## src/hw/rtl/pad_card_serial_port_macros.svh

```systemverilog
// assertion macros for the pad and card serial port
// used by modules that check their own logic; no other dependencies
`ifndef PAD_CARD_SERIAL_PORT_MACROS_SVH
`define PAD_CARD_SERIAL_PORT_MACROS_SVH
`ifndef SYNTHESIS
`define PCSP_ASSERT(label, prop, msg) \
	label: assert property (@(posedge clk) disable iff (!arst_n) prop) else $error(msg);
`define PCSP_NEVER(label, expr, msg) \
	`PCSP_ASSERT(label, !(expr), msg)
`else
`define PCSP_ASSERT(label, prop, msg)
`define PCSP_NEVER(label, expr, msg)
`endif
`endif

```

## src/hw/rtl/pcsp_pkg.sv

```systemverilog
// shared types and codes for the pad and card serial port
// no dependencies
package pcsp_pkg;

	typedef enum logic [2:0] {
		OP_WR_DATA   = 3'd0,
		OP_RD_DATA   = 3'd1,
		OP_WR_CTL    = 3'd2,
		OP_XFER_DONE = 3'd3,
		OP_ACK_DELAY = 3'd4,
		OP_ACK_LOW   = 3'd5
	} op_t;

	typedef enum logic [1:0] {
		PH_IDLE = 2'd0,
		PH_XFER = 2'd1,
		PH_ACKP = 2'd2,
		PH_ACKL = 2'd3
	} phase_t;

	typedef enum logic [1:0] {
		DEV_NONE = 2'd0,
		DEV_PAD  = 2'd1,
		DEV_CARD = 2'd2
	} dev_t;

	localparam logic [7:0] EMPTY_BYTE = 8'hff;

	typedef struct packed {
		logic [2:0] operation;
		logic [7:0] tx_byte;
		logic       ctl_select;
		logic       ctl_tx_enable;
		logic       ctl_acknowledge;
		logic       ctl_reset;
		logic       ctl_ack_irq_enable;
		logic       ctl_slot;
		logic       pad_acked;
		logic [7:0] pad_reply;
		logic       card_acked;
		logic [7:0] card_reply;
	} req_t;

	typedef struct packed {
		logic [7:0] read_byte;
		logic       rx_not_empty;
		logic       tx_ready_started;
		logic       tx_ready_finished;
		logic       ack_line_low;
		logic       irq_flag;
		logic       irq_raise;
		logic       transfer_start;
		logic [7:0] transfer_byte;
		logic       transfer_slot;
		logic [1:0] ack_wait_device;
		logic       deselect_pulse;
	} rsp_t;

endpackage

```

## src/hw/rtl/pcsp_in_stage.sv

```systemverilog
// request input register of the pad and card serial port
// uses pcsp_pkg
module pcsp_in_stage (
	input  logic            clk,
	input  logic            arst_n,
	input  logic            req_valid,
	output logic            req_stall,
	input  pcsp_pkg::req_t  req_data,
	input  logic            advance,
	output logic            valid_s1,
	output pcsp_pkg::req_t  req_s1
);

	assign req_stall = valid_s1 && !advance;

	always_ff @(posedge clk or negedge arst_n) begin
		if (!arst_n) begin
			valid_s1 <= 1'b0;
		end else if (!req_stall) begin
			valid_s1 <= req_valid;
		end
	end

	always_ff @(posedge clk) begin
		if (!req_stall && req_valid) begin
			req_s1 <= req_data;
		end
	end

endmodule

```

## src/hw/rtl/pcsp_core.sv

```systemverilog
// port state registers and per-request next-state logic
// uses pcsp_pkg and pad_card_serial_port_macros.svh
`include "pad_card_serial_port_macros.svh"
module pcsp_core (
	input  logic            clk,
	input  logic            arst_n,
	input  logic            fire,
	input  pcsp_pkg::req_t  req_s1,
	output pcsp_pkg::rsp_t  rsp
);

	logic [7:0]       tx_store_q, tx_store_n;
	logic             tx_full_q, tx_full_n;
	logic [7:0]       rx_store_q, rx_store_n;
	logic             rx_full_q, rx_full_n;
	logic [7:0]       shift_q, shift_n;
	pcsp_pkg::phase_t phase_q, phase_n;
	pcsp_pkg::dev_t   dev_q, dev_n;
	logic             sel_q, sel_n;
	logic             txen_q, txen_n;
	logic             irqen_q, irqen_n;
	logic             slot_q, slot_n;
	logic             irq_q, irq_n;
	logic             ack_low_q, ack_low_n;

	always_ff @(posedge clk or negedge arst_n) begin
		if (!arst_n) begin
			tx_store_q <= '0;
			tx_full_q  <= 1'b0;
			rx_store_q <= '0;
			rx_full_q  <= 1'b0;
			shift_q    <= '0;
			phase_q    <= pcsp_pkg::PH_IDLE;
			dev_q      <= pcsp_pkg::DEV_NONE;
			sel_q      <= 1'b0;
			txen_q     <= 1'b0;
			irqen_q    <= 1'b0;
			slot_q     <= 1'b0;
			irq_q      <= 1'b0;
			ack_low_q  <= 1'b0;
		end else if (fire) begin
			tx_store_q <= tx_store_n;
			tx_full_q  <= tx_full_n;
			rx_store_q <= rx_store_n;
			rx_full_q  <= rx_full_n;
			shift_q    <= shift_n;
			phase_q    <= phase_n;
			dev_q      <= dev_n;
			sel_q      <= sel_n;
			txen_q     <= txen_n;
			irqen_q    <= irqen_n;
			slot_q     <= slot_n;
			irq_q      <= irq_n;
			ack_low_q  <= ack_low_n;
		end
	end

	always_comb begin
		logic       try_start;
		logic       started;
		logic       raise;
		logic       desel;
		logic       acked;
		logic [7:0] got;
		logic [7:0] rd;
		logic [1:0] wait_dev;
		tx_store_n = tx_store_q;
		tx_full_n  = tx_full_q;
		rx_store_n = rx_store_q;
		rx_full_n  = rx_full_q;
		shift_n    = shift_q;
		phase_n    = phase_q;
		dev_n      = dev_q;
		sel_n      = sel_q;
		txen_n     = txen_q;
		irqen_n    = irqen_q;
		slot_n     = slot_q;
		irq_n      = irq_q;
		ack_low_n  = ack_low_q;
		try_start  = 1'b0;
		started    = 1'b0;
		raise      = 1'b0;
		desel      = 1'b0;
		acked      = 1'b0;
		got        = pcsp_pkg::EMPTY_BYTE;
		rd         = '0;
		wait_dev   = pcsp_pkg::DEV_NONE;
		case (pcsp_pkg::op_t'(req_s1.operation))
			pcsp_pkg::OP_WR_DATA: begin
				tx_store_n = req_s1.tx_byte;
				tx_full_n  = 1'b1;
				try_start  = 1'b1;
			end
			pcsp_pkg::OP_RD_DATA: begin
				rd        = rx_full_q ? rx_store_q : pcsp_pkg::EMPTY_BYTE;
				rx_full_n = 1'b0;
			end
			pcsp_pkg::OP_WR_CTL: begin
				sel_n   = req_s1.ctl_select;
				txen_n  = req_s1.ctl_tx_enable;
				irqen_n = req_s1.ctl_ack_irq_enable;
				slot_n  = req_s1.ctl_slot;
				if (req_s1.ctl_reset) begin
					sel_n      = 1'b0;
					txen_n     = 1'b0;
					irqen_n    = 1'b0;
					slot_n     = 1'b0;
					irq_n      = 1'b0;
					ack_low_n  = 1'b0;
					tx_store_n = '0;
					tx_full_n  = 1'b0;
					rx_store_n = '0;
					rx_full_n  = 1'b0;
					phase_n    = pcsp_pkg::PH_IDLE;
				end
				if (req_s1.ctl_acknowledge) begin
					irq_n = 1'b0;
				end
				if (!sel_n) begin
					dev_n = pcsp_pkg::DEV_NONE;
					desel = 1'b1;
				end
				if (sel_n && txen_n) begin
					try_start = 1'b1;
				end else begin
					phase_n = pcsp_pkg::PH_IDLE;
				end
			end
			pcsp_pkg::OP_XFER_DONE: begin
				if (phase_q == pcsp_pkg::PH_XFER) begin
					case (dev_q)
						pcsp_pkg::DEV_NONE: begin
							if (req_s1.pad_acked) begin
								dev_n = pcsp_pkg::DEV_PAD;
								acked = 1'b1;
								got   = req_s1.pad_reply;
							end else if (req_s1.card_acked) begin
								dev_n = pcsp_pkg::DEV_CARD;
								acked = 1'b1;
								got   = req_s1.card_reply;
							end
						end
						pcsp_pkg::DEV_PAD: begin
							if (req_s1.pad_acked) begin
								acked = 1'b1;
								got   = req_s1.pad_reply;
							end else begin
								dev_n = pcsp_pkg::DEV_NONE;
							end
						end
						default: begin
							if (req_s1.card_acked) begin
								acked = 1'b1;
								got   = req_s1.card_reply;
							end else begin
								dev_n = pcsp_pkg::DEV_NONE;
							end
						end
					endcase
					rx_store_n = got;
					rx_full_n  = 1'b1;
					if (acked) begin
						phase_n  = pcsp_pkg::PH_ACKP;
						wait_dev = (dev_n == pcsp_pkg::DEV_PAD) ? pcsp_pkg::DEV_PAD
							: pcsp_pkg::DEV_CARD;
					end else begin
						ack_low_n = 1'b0;
						phase_n   = pcsp_pkg::PH_IDLE;
						try_start = 1'b1;
					end
				end
			end
			pcsp_pkg::OP_ACK_DELAY: begin
				if (phase_q == pcsp_pkg::PH_ACKP) begin
					ack_low_n = 1'b1;
					if (irqen_q) begin
						irq_n = 1'b1;
						raise = 1'b1;
					end
					phase_n = pcsp_pkg::PH_ACKL;
				end
			end
			pcsp_pkg::OP_ACK_LOW: begin
				if (phase_q == pcsp_pkg::PH_ACKL) begin
					ack_low_n = 1'b0;
					phase_n   = pcsp_pkg::PH_IDLE;
					try_start = 1'b1;
				end
			end
			default: begin
			end
		endcase
		if (try_start && tx_full_n && sel_n && txen_n && phase_n == pcsp_pkg::PH_IDLE) begin
			shift_n   = tx_store_n;
			tx_full_n = 1'b0;
			phase_n   = pcsp_pkg::PH_XFER;
			started   = 1'b1;
		end
		rsp.read_byte         = rd;
		rsp.rx_not_empty      = rx_full_n;
		rsp.tx_ready_started  = !tx_full_n;
		rsp.tx_ready_finished = tx_full_n && phase_n != pcsp_pkg::PH_XFER;
		rsp.ack_line_low      = ack_low_n;
		rsp.irq_flag          = irq_n;
		rsp.irq_raise         = raise;
		rsp.transfer_start    = started;
		rsp.transfer_byte     = shift_n;
		rsp.transfer_slot     = slot_n;
		rsp.ack_wait_device   = wait_dev;
		rsp.deselect_pulse    = desel;
	end

	`PCSP_ASSERT(a_start_enters_xfer, fire && rsp.transfer_start |=> phase_q == pcsp_pkg::PH_XFER, "transfer start did not enter transfer phase")
	`PCSP_ASSERT(a_idle_holds_state, !fire |=> $stable(phase_q) && $stable(tx_full_q), "state changed without a request")
	`PCSP_ASSERT(a_raise_sets_flag, fire && rsp.irq_raise |=> irq_q, "interrupt raised but flag not set")
	`PCSP_NEVER(a_wait_only_from_xfer, fire && rsp.ack_wait_device != pcsp_pkg::DEV_NONE && phase_q != pcsp_pkg::PH_XFER, "ack wait begun outside transfer phase")

endmodule

```

## src/hw/rtl/pcsp_out_stage.sv

```systemverilog
// result register of the pad and card serial port
// uses pcsp_pkg
module pcsp_out_stage (
	input  logic            clk,
	input  logic            arst_n,
	input  logic            valid_s1,
	input  pcsp_pkg::rsp_t  rsp,
	output logic            advance,
	output logic            rsp_valid,
	input  logic            rsp_stall,
	output pcsp_pkg::rsp_t  rsp_data
);

	pcsp_pkg::rsp_t rsp_s2;

	assign advance  = !rsp_valid || !rsp_stall;
	assign rsp_data = rsp_s2;

	always_ff @(posedge clk or negedge arst_n) begin
		if (!arst_n) begin
			rsp_valid <= 1'b0;
		end else if (advance) begin
			rsp_valid <= valid_s1;
		end
	end

	always_ff @(posedge clk) begin
		if (advance && valid_s1) begin
			rsp_s2 <= rsp;
		end
	end

endmodule

```

## src/hw/rtl/pad_card_serial_port.sv

```systemverilog
// pad and card serial port, host side: top level
// an accepted request is held in the input register, and its result in the result register
// throughput: one request per cycle, limited only by the result register
// reset: arst_n clears buffers, phase, device, control bits and the valid bits of both registers
// uses pcsp_pkg, pcsp_in_stage, pcsp_core, pcsp_out_stage
module pad_card_serial_port (
	input  logic            clk,
	input  logic            arst_n,
	input  logic            req_valid,
	output logic            req_stall,
	input  pcsp_pkg::req_t  req_data,
	output logic            rsp_valid,
	input  logic            rsp_stall,
	output pcsp_pkg::rsp_t  rsp_data
);

	logic           advance;
	logic           valid_s1;
	pcsp_pkg::req_t req_s1;
	pcsp_pkg::rsp_t rsp;

	pcsp_in_stage u_in (
		.clk       (clk),
		.arst_n    (arst_n),
		.req_valid (req_valid),
		.req_stall (req_stall),
		.req_data  (req_data),
		.advance   (advance),
		.valid_s1  (valid_s1),
		.req_s1    (req_s1)
	);

	pcsp_core u_core (
		.clk    (clk),
		.arst_n (arst_n),
		.fire   (valid_s1 && advance),
		.req_s1 (req_s1),
		.rsp    (rsp)
	);

	pcsp_out_stage u_out (
		.clk       (clk),
		.arst_n    (arst_n),
		.valid_s1  (valid_s1),
		.rsp       (rsp),
		.advance   (advance),
		.rsp_valid (rsp_valid),
		.rsp_stall (rsp_stall),
		.rsp_data  (rsp_data)
	);

endmodule

```

## config.mk

```make
export PLATFORM = sky130hd
export DESIGN_NAME = pad_card_serial_port
export DESIGN_NICKNAME = d
export VERILOG_FILES = /design/src/hw/rtl/pcsp_pkg.sv /design/src/hw/rtl/pcsp_in_stage.sv /design/src/hw/rtl/pcsp_core.sv /design/src/hw/rtl/pcsp_out_stage.sv /design/src/hw/rtl/pad_card_serial_port.sv
export VERILOG_INCLUDE_DIRS = /design/src /design/src/hw/rtl
export SDC_FILE = /design/constraint.sdc
export NUM_CORES = 1
export LEC_CHECK = 0
export BUFFER_PORTS_ARGS = -buffer_cell sky130_fd_sc_hd__buf_2
export CAP_MARGIN = 0
export CORE_MARGIN = 2
export CORE_UTILIZATION = 30
export CTS_CLUSTER_DIAMETER = 200
export DETAILED_ROUTE_END_ITERATION = 10
export MAX_ROUTING_LAYER = met4
export SKIP_LAST_GASP = 1
export SLEW_MARGIN = 10
export SYNTH_ARGS = -nofsm -noshare
export SYNTH_HDL_FRONTEND = slang
export SYNTH_SLANG_ARGS = --single-unit
```

## constraint.sdc

```tcl
create_clock -name clk -period 2.57 [get_ports clk]
set_input_delay 0.3855 -clock clk [delete_from_list [all_inputs] [get_ports clk]]
set_output_delay 0.3855 -clock clk [all_outputs]
set_load 0.05 [all_outputs]
```

==> results of run 1 <==
[critical path, delay by kind of cell (launching register included)]
kind / cells / cell delay [ns]
AND/OR/NAND/NOR: 3 / 0.70
flip-flops: 1 / 0.61
AO/OA/AOI/OAI: 2 / 0.37
multiplexers: 1 / 0.35
buffers and inverters: 1 / 0.19
[layer usage]
layer | vias to the layer above | track usage, %
met3 | 14 | 4.229
met5 | - | -
li1 | 1302 | -
met1 | 1281 | 15.21
met2 | 76 | 19.41
met4 | 0 | 4.023
[cells in the mapped netlist (all sizes together) (2+ instances only)]
cell type,number,area share (%)
nand2,47,4.2
o21ai,18,2.1
clkbuf,4,0.36
a21boi,3,0.62
nor2,11,0.98
a22oi,2,0.36
nor2b,5,0.74
nand4,2,0.30
nand2b,8,1.2
nand3,6,1.3
a211oi,2,0.77
a31oi,2,0.30
and2b,2,0.42
o31ai,2,0.36
and3,2,0.33
mux2i,8,1.9
mux2,18,4.8
a21oi,16,1.9
edfxtp,62,44
inv,15,1.3
dfrtp,38,23
a21o,2,0.36
or2b,2,0.36
o221ai,8,1.7
nand3b,2,0.36
and2,4,0.65
a22o,8,1.7
buf,7,1.2
[cell type report]
class,instances,area [µm²],share of cell area [%]
well taps,180,225.2,4.439
clock buffers,9,225.2,4.439
multi-input cells,190,1277,25.18
clock inverters,7,66.31,1.307
inverters,15,56.30,1.110
repair buffers,77,410.4,8.089
flip-flops and latches,100,2813,55.44
[sequential cells by signal, indices dropped and copies added, names as in the netlist]
name / cells
u_core.ack_low_q: 1
u_core.dev_q: 2
u_core.irq_q: 1
u_core.irqen_q: 1
u_core.phase_q: 2
u_core.rx_full_q: 1
u_core.rx_store_q: 8
u_core.sel_q: 1
u_core.shift_q: 8
u_core.slot_q: 1
u_core.tx_full_q: 1
u_core.tx_store_q: 8
u_core.txen_q: 1
u_in.req_s1: 35
u_in.valid_s1: 1
u_out.rsp_data: 27
u_out.rsp_valid: 1
[worst max-delay path by stage]
| stage | startpoint | endpoint |
|---|---|---|
| final | u_in.req_s1[33]$_DFFE_PP_ | u_core.shift_q[4]$_DFFE_PN0P_ |
| after global routing | u_in.req_s1[33]$_DFFE_PP_ | u_core.shift_q[4]$_DFFE_PN0P_ |
| after CTS | u_in.req_s1[33]$_DFFE_PP_ | u_core.shift_q[4]$_DFFE_PN0P_ |
| after detailed placement | u_in.req_s1[33]$_DFFE_PP_ | u_core.shift_q[4]$_DFFE_PN0P_ |
| after global placement | u_in.req_s1[33]$_DFFE_PP_ | u_core.shift_q[4]$_DFFE_PN0P_ |
| after floorplan | u_out.rsp_valid$_DFFE_PN0N_ | u_out.rsp_data[0]$_SDFFCE_PN0P_ |
[power groups by stage]
| stage | clock [mW] | combinational, mW | sequential [mW] |
|---|---|---|---|
| final | 1.30 | 0.652 | 2.03 |
| after CTS | 1.34 | 0.661 | 2.03 |
| after global placement | 0 | 0.643 | 2.06 |
| after global routing | 1.41 | 0.724 | 2.06 |
| after detailed placement | 0 | 0.655 | 2.07 |
| after floorplan | 0 | 0.369 | 2.16 |
[per-stage QoR]
step,hold WS (ns),total power [mW],utilization [%],instance area [µm²],setup slack [ns]
3_3_place_gp,0.4591,2.707,34.72,4782,0.3399
4_1_cts,0.1943,4.037,36.84,5074,0.2196
5_1_grt,0.1836,4.191,36.84,5074,0.09652
2_1_floorplan,0.08991,2.529,-,4212,0.1742
6_report,0.1647,3.988,36.84,5074,0.2221
3_5_place_dp,0.4667,2.723,34.72,4782,0.2469
[logic make-up (layout without fill, tap and decap cells)]
| logic type | count (synthesis) | after routing | synth area share [%] |
|---|---|---|---|
| buf+inv | 26 | 108 | 2.881 |
| xor+xnor | 1 | 1 | 0.2080 |
| simple gates | 94 | 94 | 11.65 |
| compound gates | 69 | 69 | 11.76 |
| mux | 26 | 26 | 6.714 |
| flops | 100 | 100 | 66.79 |
==> impl_metrics.toml, run 1 <==
[floorplan]
core_um2 = 13770
ios = 68
die_area_um2 = 15000
std_cell_rows = 43
die_h_um = 122.5
fp.dieW_um = 122.5
start_util_pct = 30.58

[cells_and_area]
final_cell_mix = "buf_2 (67), edfxtp_1 (62), nand2_1 (47), dfrtp_1 (38)"
instances_no_fill = 578
fin_nets = 432
n_antenna_cell = 0
final_layout_size_suffix_gt1_share_pct = 30.65
fillers = 1361
area_growth_pct = 20.47
final_common_cell = "buf_2"

[route]
drt_iter0_markers = 179
drt-met1-wl_mm = 3.905
routedWlPerCell_um = 14.80
drc = 0
vias = 2673
wl_met3_um = 492
drt_wl_total_mm = 8.554
first_pass_iters = 4
met2WireLength_mm = 4.030
topRoutingLayerUsed = "met4"
vias_per_cell = 4.625
postRouteAntennaNets = 0

[timing]
fmax_mhz = 425.9
setup_viol = 0
hold_viol_final = 0
period_minus_slack_ns = 2.348
fin_crit_sh_pct = 91.36
fin_setup_tns_ns = 0
relSlewSlack_pct = 39.85
tightestPinTransition_ns = 0.9022
fin_skew_ns = 0.009857
rsz0062_at_grt = "false"
slew_violations = 0

[synth]
syn_nets = 355
synth_warnings = 0
synth-seq-cells = 100
ys.flop_type = "edfxtp_1"
synthCells = 316
syn_area_um2 = 4212
ys_seq_area_share_pct = 66.79
async_flop_share_pct = 38.00
synth_cell_type_count = 49
avgSynthCellArea_um2 = 13.33
synth-edff-count = 62

[job]
max_cap_violations = 0

[cts]
cts_setup_buffers = 0
clk_pin_slew_ns = 0.07
h-tree-depth = 3
cts_buffer_depth = 2
tritoncts = "built"
cts_root_buffer = "clkbuf_16"
cts.sinks = 100
cts_resized = 0
ctsHoldBuffers = 0
cts_made_buffers = 9
clk_latency_ns = 0.34

[critical_path]
slowest_delay_ns = 0.61
start_kind = "register"
slowest_stage = "edfxtp_1"
r2r_setup_slack_ns = 0.22
endpoint_kind = "register"
worst-setup-path-type = "register to register"
cp_cell_sequence = "nor3b_4, and3_2, a311oi_2, a211oi_4, buf_4, nand3_4, mux2_1"
reg2reg_to = "u_core.shift_q[4]$_DFFE_PN0P_"
critPathMaxFanout = 15
required_ns = 2.79
cp_data_arrival_time_ns = 2.57
rr_worst_depth = 7
rr_startpoint = "u_in.req_s1[33]$_DFFE_PP_"

[pwr]
p_seq_share_pct = 51.0
p_sw_mw = 1.177
p_leak_nw = 2.119
cell_internal_pwr_mw = 2.811
vdd_ir_drop_max_v = 0.0004670
combPwrFrac_pct = 16.4
power_density_nw_per_um2 = 786.0
power_frac_clock_pct = 32.6
switching_share_pct = 29.51

[global_routing]
grt_usage_pct = 12.44
grt.overflow.total = 0
grt_pass1_wl_mm = 13.79
grt_pass1_vias = 2768
grt_max_degree = 39
antenna_found_initial = 0

[place]
place.gp.congestion = 0.9160
io_buffers = 67
place_hpwl_mm = 5.862
dp_cells = 562

[hold_path]
hp-class = "primary input to async pin"

[status]
status = "completed"
Note: power is estimated with default switching activity, not from simulation.
==> inputs of run 2 (changes only) <==
Settings changed: CORE_ASPECT_RATIO set to 2.
==> run 2 against run 1 <==
Against the previous run:
- design area up 1.7%
- power up 1.8%
- cell count up 2.4%
- clock power up 5%
- clock skew about the same
- count of clock-buffer cells in the layout unchanged
- flip-flop and latch count unchanged
- via count up 1.2%
- non-clock buffer count up 5
- fmax up 0.74%
- critical path depth unchanged
- sequential power about the same
==> impl_metrics.toml, run 2 (same netlist as run 1, synthesis figures left out) <==
[status]
status = "completed"

[floorplan]
ios = 68
die_area_um2 = 15060
start_util_pct = 30.49
die_h_um = 171.6
core_um2 = 13810
std_cell_rows = 61
fp.dieW_um = 87.78

[route]
first_pass_iters = 4
drt_iter0_markers = 127
vias_per_cell = 4.571
vias = 2706
drt_wl_total_mm = 9.120
drc = 0
routedWlPerCell_um = 15.41
postRouteAntennaNets = 0

[cts]
cts_root_buffer = "clkbuf_16"
clk_latency_ns = 0.35
cts_resized = 0
clk_pin_slew_ns = 0.07
cts_buffer_depth = 2
cts.sinks = 100
tritoncts = "built"
h-tree-depth = 3
cts_setup_buffers = 0
ctsHoldBuffers = 0
cts_made_buffers = 9

[cells_and_area]
area_growth_pct = 22.52
final_common_cell = "buf_2"
final_layout_size_suffix_gt1_share_pct = 31.51
largest_reg_flops = 35
largest_register = "u_in.req_s1"
fin_nets = 437
n_antenna_cell = 0
final_cell_mix = "buf_2 (67), edfxtp_1 (62), nand2_1 (47), dfrtp_1 (38)"

[critical_path]
required_ns = 2.80
cp_data_arrival_time_ns = 2.56
critPathMaxFanout = 13
start_kind = "register"
worst-setup-path-type = "register to register"
endpoint_kind = "register"

[place]
place.gp.congestion = 0.8383
place_hpwl_mm = 6.871
io_buffers = 67
dp_slack_ns = 0.2453

[global_routing]
antenna_found_initial = 0
use_met1_pct = 12.15
grt_max_degree = 39
use_met2_pct = 24.64
grt_pass1_vias = 2773
grt_use_met3_pct = 2.735
grt_usage_pct = 13.27
grt.overflow.total = 0
grt_pass1_wl_mm = 14.28
busiest_layer = "met2"

[job]
max_cap_violations = 0

[timing]
fmax_mhz = 429.1
relSlewSlack_pct = 37.50
slew_violations = 0
period_minus_slack_ns = 2.331
setup_viol = 0
fin_setup_tns_ns = 0
tightestPinTransition_ns = 0.9375
rsz0062_at_grt = "false"
fin_skew_ns = 0.009475
fin_crit_sh_pct = 90.69
hold_viol_final = 0
setup_slack_ns = 0.2394

[pwr]
p_leak_nw = 2.158
power_density_nw_per_um2 = 786.9
vdd_ir_drop_max_v = 0.0003649

[hold_path]
hp-class = "primary input to async pin"
[run 2: cell count changes in the layout (fill, tap and decap cells not counted), sizes merged]
cell      previous run  this run
buf                 77        82
clkinvlp             1         0
clkinv               2         5
inv                 19        17
[run 2: per-stage QoR]
| stage | std cells | instance area (µm²) | util (%) | power [mW] | hold WS (ns) |
|---|---|---|---|---|---|
| 2_1_floorplan | 316 | 4212 | - | 2.529 | 0.08991 |
| 3_3_place_gp | 576 | 4843 | 35.06 | 2.737 | 0.4579 |
| 3_5_place_dp | 576 | 4843 | 35.06 | 2.745 | 0.4682 |
| 4_1_cts | 592 | 5160 | 37.35 | 4.122 | 0.1863 |
| 5_1_grt | 592 | 5160 | 37.35 | 4.260 | 0.1860 |
| 6_report | 592 | 5160 | 37.35 | 4.060 | 0.1619 |
[run 2: layout make-up]
cell class,instances,area [µm²]
tap,189,236.5
clock inverter,7,91.34
multi-input combinational,190,1277
fill,1366,8655
inverter,15,56.30
clock buffer,9,225.2
sequential,100,2813
timing repair buffer,82,460.4
[run 2: per-layer routing]
metal	share of wire, %	wire [µm]
met5	0	0
met2	59	5398
met3	3.2	289
met4	3.8	342
met1	34	3091
[run 2: worst max-delay path: stages, from the launching register on]
cell,delay (ns)
edfxtp_1,0.58
nor3b_4,0.32
and3_2,0.26
a311oi_2,0.07
a211oi_4,0.30
buf_4,0.18
nand3_4,0.13
mux2_1,0.36
[run 2: worst paths after layout]
path	cells after the start	startpoint	to	slack (ns)
max	7	u_in.req_s1[33]$_DFFE_PP_	u_core.shift_q[4]$_DFFE_PN0P_	0.24
min	1	arst_n	u_core.irqen_q$_DFFE_PN0P_	0.16
min in group clk	1	req_data[3]	u_in.req_s1[3]$_DFFE_PP_	0.20
max reg2reg	7	u_in.req_s1[33]$_DFFE_PP_	u_core.shift_q[4]$_DFFE_PN0P_	0.24
max in group asynchronous	1	arst_n	u_in.valid_s1$_DFFE_PN0N_	1.81
min reg2reg	2	u_core.tx_store_q[6]$_DFFE_PN0P_	u_core.tx_store_q[6]$_DFFE_PN0P_	0.48
[run 2: where the power goes]
group / leakage (nW) / internal (mW) / switching, mW / total [mW]
clock: 0.152 / 0.698 / 0.664 / 1.36
sequential: 1.10 / 1.92 / 0.112 / 2.03
combinational: 0.907 / 0.222 / 0.448 / 0.670
total: 2.16 / 2.84 / 1.22 / 4.06
==> inputs of run 3 (changes only) <==
Settings changed: CAP_MARGIN 0 to 20, CTS_CLUSTER_SIZE set to 25, SYNTH_HIERARCHICAL set to 1.
==> run 3 against run 2 <==
Against the previous run:
- global-route usage decreased by 0.27 points
- synthesized area decreased by 2.1%
- count of clock-buffer cells in the layout unchanged
- sequential power about the same
- combinational power increased by 4.2%
- critical path type unchanged
- largest cell class unchanged
- highest routed layer unchanged
==> impl_metrics.toml, run 3 <==
[pwr]
switching_share_pct = 29.73
finalPower_mw = 4.065
p_seq_share_pct = 50.7
vdd_ir_drop_max_v = 0.0003063
power_density_nw_per_um2 = 821.6
power_frac_clock_pct = 32.1
combPwrFrac_pct = 17.2
p_leak_nw = 2.111
cell_internal_pwr_mw = 2.856
p_sw_mw = 1.209

[synth]
syn_area_um2 = 4124
ys_seq_area_share_pct = 68.20
synthCells = 304
synth-seq-cells = 100
syn_nets = 343
synth_cell_type_count = 49
synth.most_common_cell = "edfxtp_1"
yosysTopAreaCellShare_pct = 45.15
avgSynthCellArea_um2 = 13.57
async_flop_share_pct = 38.00
synth_common_cells = "edfxtp_1 (62), dfrtp_1 (38), nor2_1 (37)"
synth_warnings = 6
ys.flop_type = "edfxtp_1"
synth-edff-count = 62
synth.area.top_cells = "edfxtp_1 (45%), dfrtp_1 (23%), mux2_2 (5.2%)"
yosys.area.top_type = "edfxtp_1"

[cts]
cts.sinks = 100
cts_made_buffers = 9
tritoncts = "built"
clk_latency_ns = 0.35
cts_setup_buffers = 0
cts_buffer_depth = 2
h-tree-depth = 3
clk_pin_slew_ns = 0.07
cts_root_buffer = "clkbuf_16"

[global_routing]
grt_pass1_wl_mm = 14.04
grt_pass1_vias = 2719
use_met2_pct = 22.77
use_met1_pct = 13.51
grt_use_met3_pct = 2.328
grt_usage_pct = 13.00
busiest_layer = "met2"
grt_max_degree = 39
antenna_found_initial = 0
grt.overflow.total = 0

[timing]
fin_crit_sh_pct = 91.10
setup_viol = 0
fmax_mhz = 427.1
hold_ws_ns = 0.1553
hold_viol_final = 0
rsz0062_at_grt = "false"
period_minus_slack_ns = 2.341
fin_setup_tns_ns = 0
fin_skew_ns = 0.007333
relSlewSlack_pct = 37.74
slew_violations = 0
setup_slack_ns = 0.2287
tightestPinTransition_ns = 0.9277

[route]
drc = 0
drt_wl_total_mm = 8.849
postRouteAntennaNets = 0
routedWlPerCell_um = 16.45
first_pass_iters = 4
drt_iter0_markers = 115
vias_per_cell = 4.883
vias = 2627

[cells_and_area]
final_common_cell = "buf_2"
final_area_um2 = 4947
largest_register = "u_in/req_s1"
finalCoreUtilization_pct = 36.82
instances_no_fill = 538
fin_nets = 417
final_layout_size_suffix_gt1_share_pct = 31.59
largest_reg_flops = 35
area_growth_pct = 19.96
n_antenna_cell = 0
final_cell_mix = "buf_2 (67), edfxtp_1 (62), dfrtp_1 (38), nor2_1 (37)"

[critical_path]
reg2reg_to = "u_out/rsp_data[11]$_DFFE_PP_"
required_ns = 2.67
rr_worst_depth = 6
worst-setup-path-type = "register to register"
critPathMaxFanout = 9
endpoint_kind = "register"
r2r_setup_slack_ns = 0.23
rr_startpoint = "u_in/req_s1[32]$_DFFE_PP_"
cp_data_arrival_time_ns = 2.44
start_kind = "register"

[place]
place.gp.congestion = 0.9333
dp_slack_ns = 0.1575
place_hpwl_mm = 6.509
dp_cells = 522
io_buffers = 67
dpl_cell_area_um2 = 4648

[hold_path]
hp-class = "primary input to async pin"

[floorplan]
die_area_um2 = 14760
ios = 68
fp.dieW_um = 86.91
start_util_pct = 30.69
core_um2 = 13440
die_h_um = 169.8
std_cell_rows = 60

[job]
max_cap_violations = 0

[status]
status = "completed"
-- run 3: changes by cell type in the layout (fill, tap and decap cells not counted), moves of 3 or more --
cell / before / now
nand2_1: 47 / 19
nor2_1: 11 / 37
buf_4: 14 / 9
nand2b_1: 8 / 3
nor2b_1: 5 / 1
o21ai_0: 16 / 12
clkinv_8: 4 / 1
mux2_2: 16 / 19
-- run 3: power by group through the flow --
stage | Combinational, mW | Clock (mW) | Sequential (mW)
2_1_floorplan | 0.397 | 0 | 2.20
3_3_place_gp | 0.682 | 0 | 2.08
3_5_place_dp | 0.700 | 0 | 2.09
4_1_cts | 0.703 | 1.36 | 2.06
5_1_grt | 0.774 | 1.41 | 2.09
6_report | 0.698 | 1.31 | 2.06
-- run 3: worst max-delay path by stage --
stage / startpoint / endpoint / depth (start not counted)
after floorplan: u_in/req_s1[33]$_DFFE_PP_ / u_out/rsp_data[10]$_DFFE_PP_ / 7
after global placement: u_core/phase_q[1]$_DFFE_PN0P_ / u_out/rsp_data[4]$_DFFE_PP_ / 6
after detailed placement: u_core/phase_q[1]$_DFFE_PN0P_ / u_out/rsp_data[10]$_DFFE_PP_ / 6
after CTS: u_core/phase_q[1]$_DFFE_PN0P_ / u_out/rsp_data[11]$_DFFE_PP_ / 6
after global routing: u_in/req_s1[34]$_DFFE_PP_ / u_core/shift_q[6]$_DFFE_PN0P_ / 7
final: u_in/req_s1[32]$_DFFE_PP_ / u_out/rsp_data[11]$_DFFE_PP_ / 6
-- run 3: logic make-up after synthesis --
group	count (synthesis)	synth area share (%)
flip-flops	100	68.20
AND/OR/NAND/NOR	80	9.649
AO/OA/AOI/OAI	67	11.44
multiplexers	28	7.373
buffers and inverters	28	3.125
XOR/XNOR	1	0.2124
-- run 3: per-layer routing --
layer  vias to the layer above  part of all wire, %
li1                       1267                    -
met1                      1276                   36
met2                        69                   57
met3                        15                  3.4
met4                         0                  2.8
met5                         -                    0
-- run 3: layout make-up --
cell class	instances	area, µm²
flip-flops and latches	100	2813
multi-input cells	176	1189
fillers	1285	8491
clock inverters	7	67.56
clock buffers	9	225.2
repair buffers	76	402.9
inverters	15	56.30
well taps	155	193.9
-- run 3: critical path, stage by stage, from the launching register on --
cell and delay (ns):
edfxtp_1 0.38, or3b_1 0.50, nor2_4 0.18, a2bb2oi_2 0.21
nand3_2 0.18, nor2_4 0.27, mux2_2 0.38
-- run 3: repair_timing --
action                                 in CTS  in global routing
hold buffers                                0                  0
setup endpoints to repair                   0                 16
endpoints found under the hold margin       0                  0
resized for setup                           0                  1
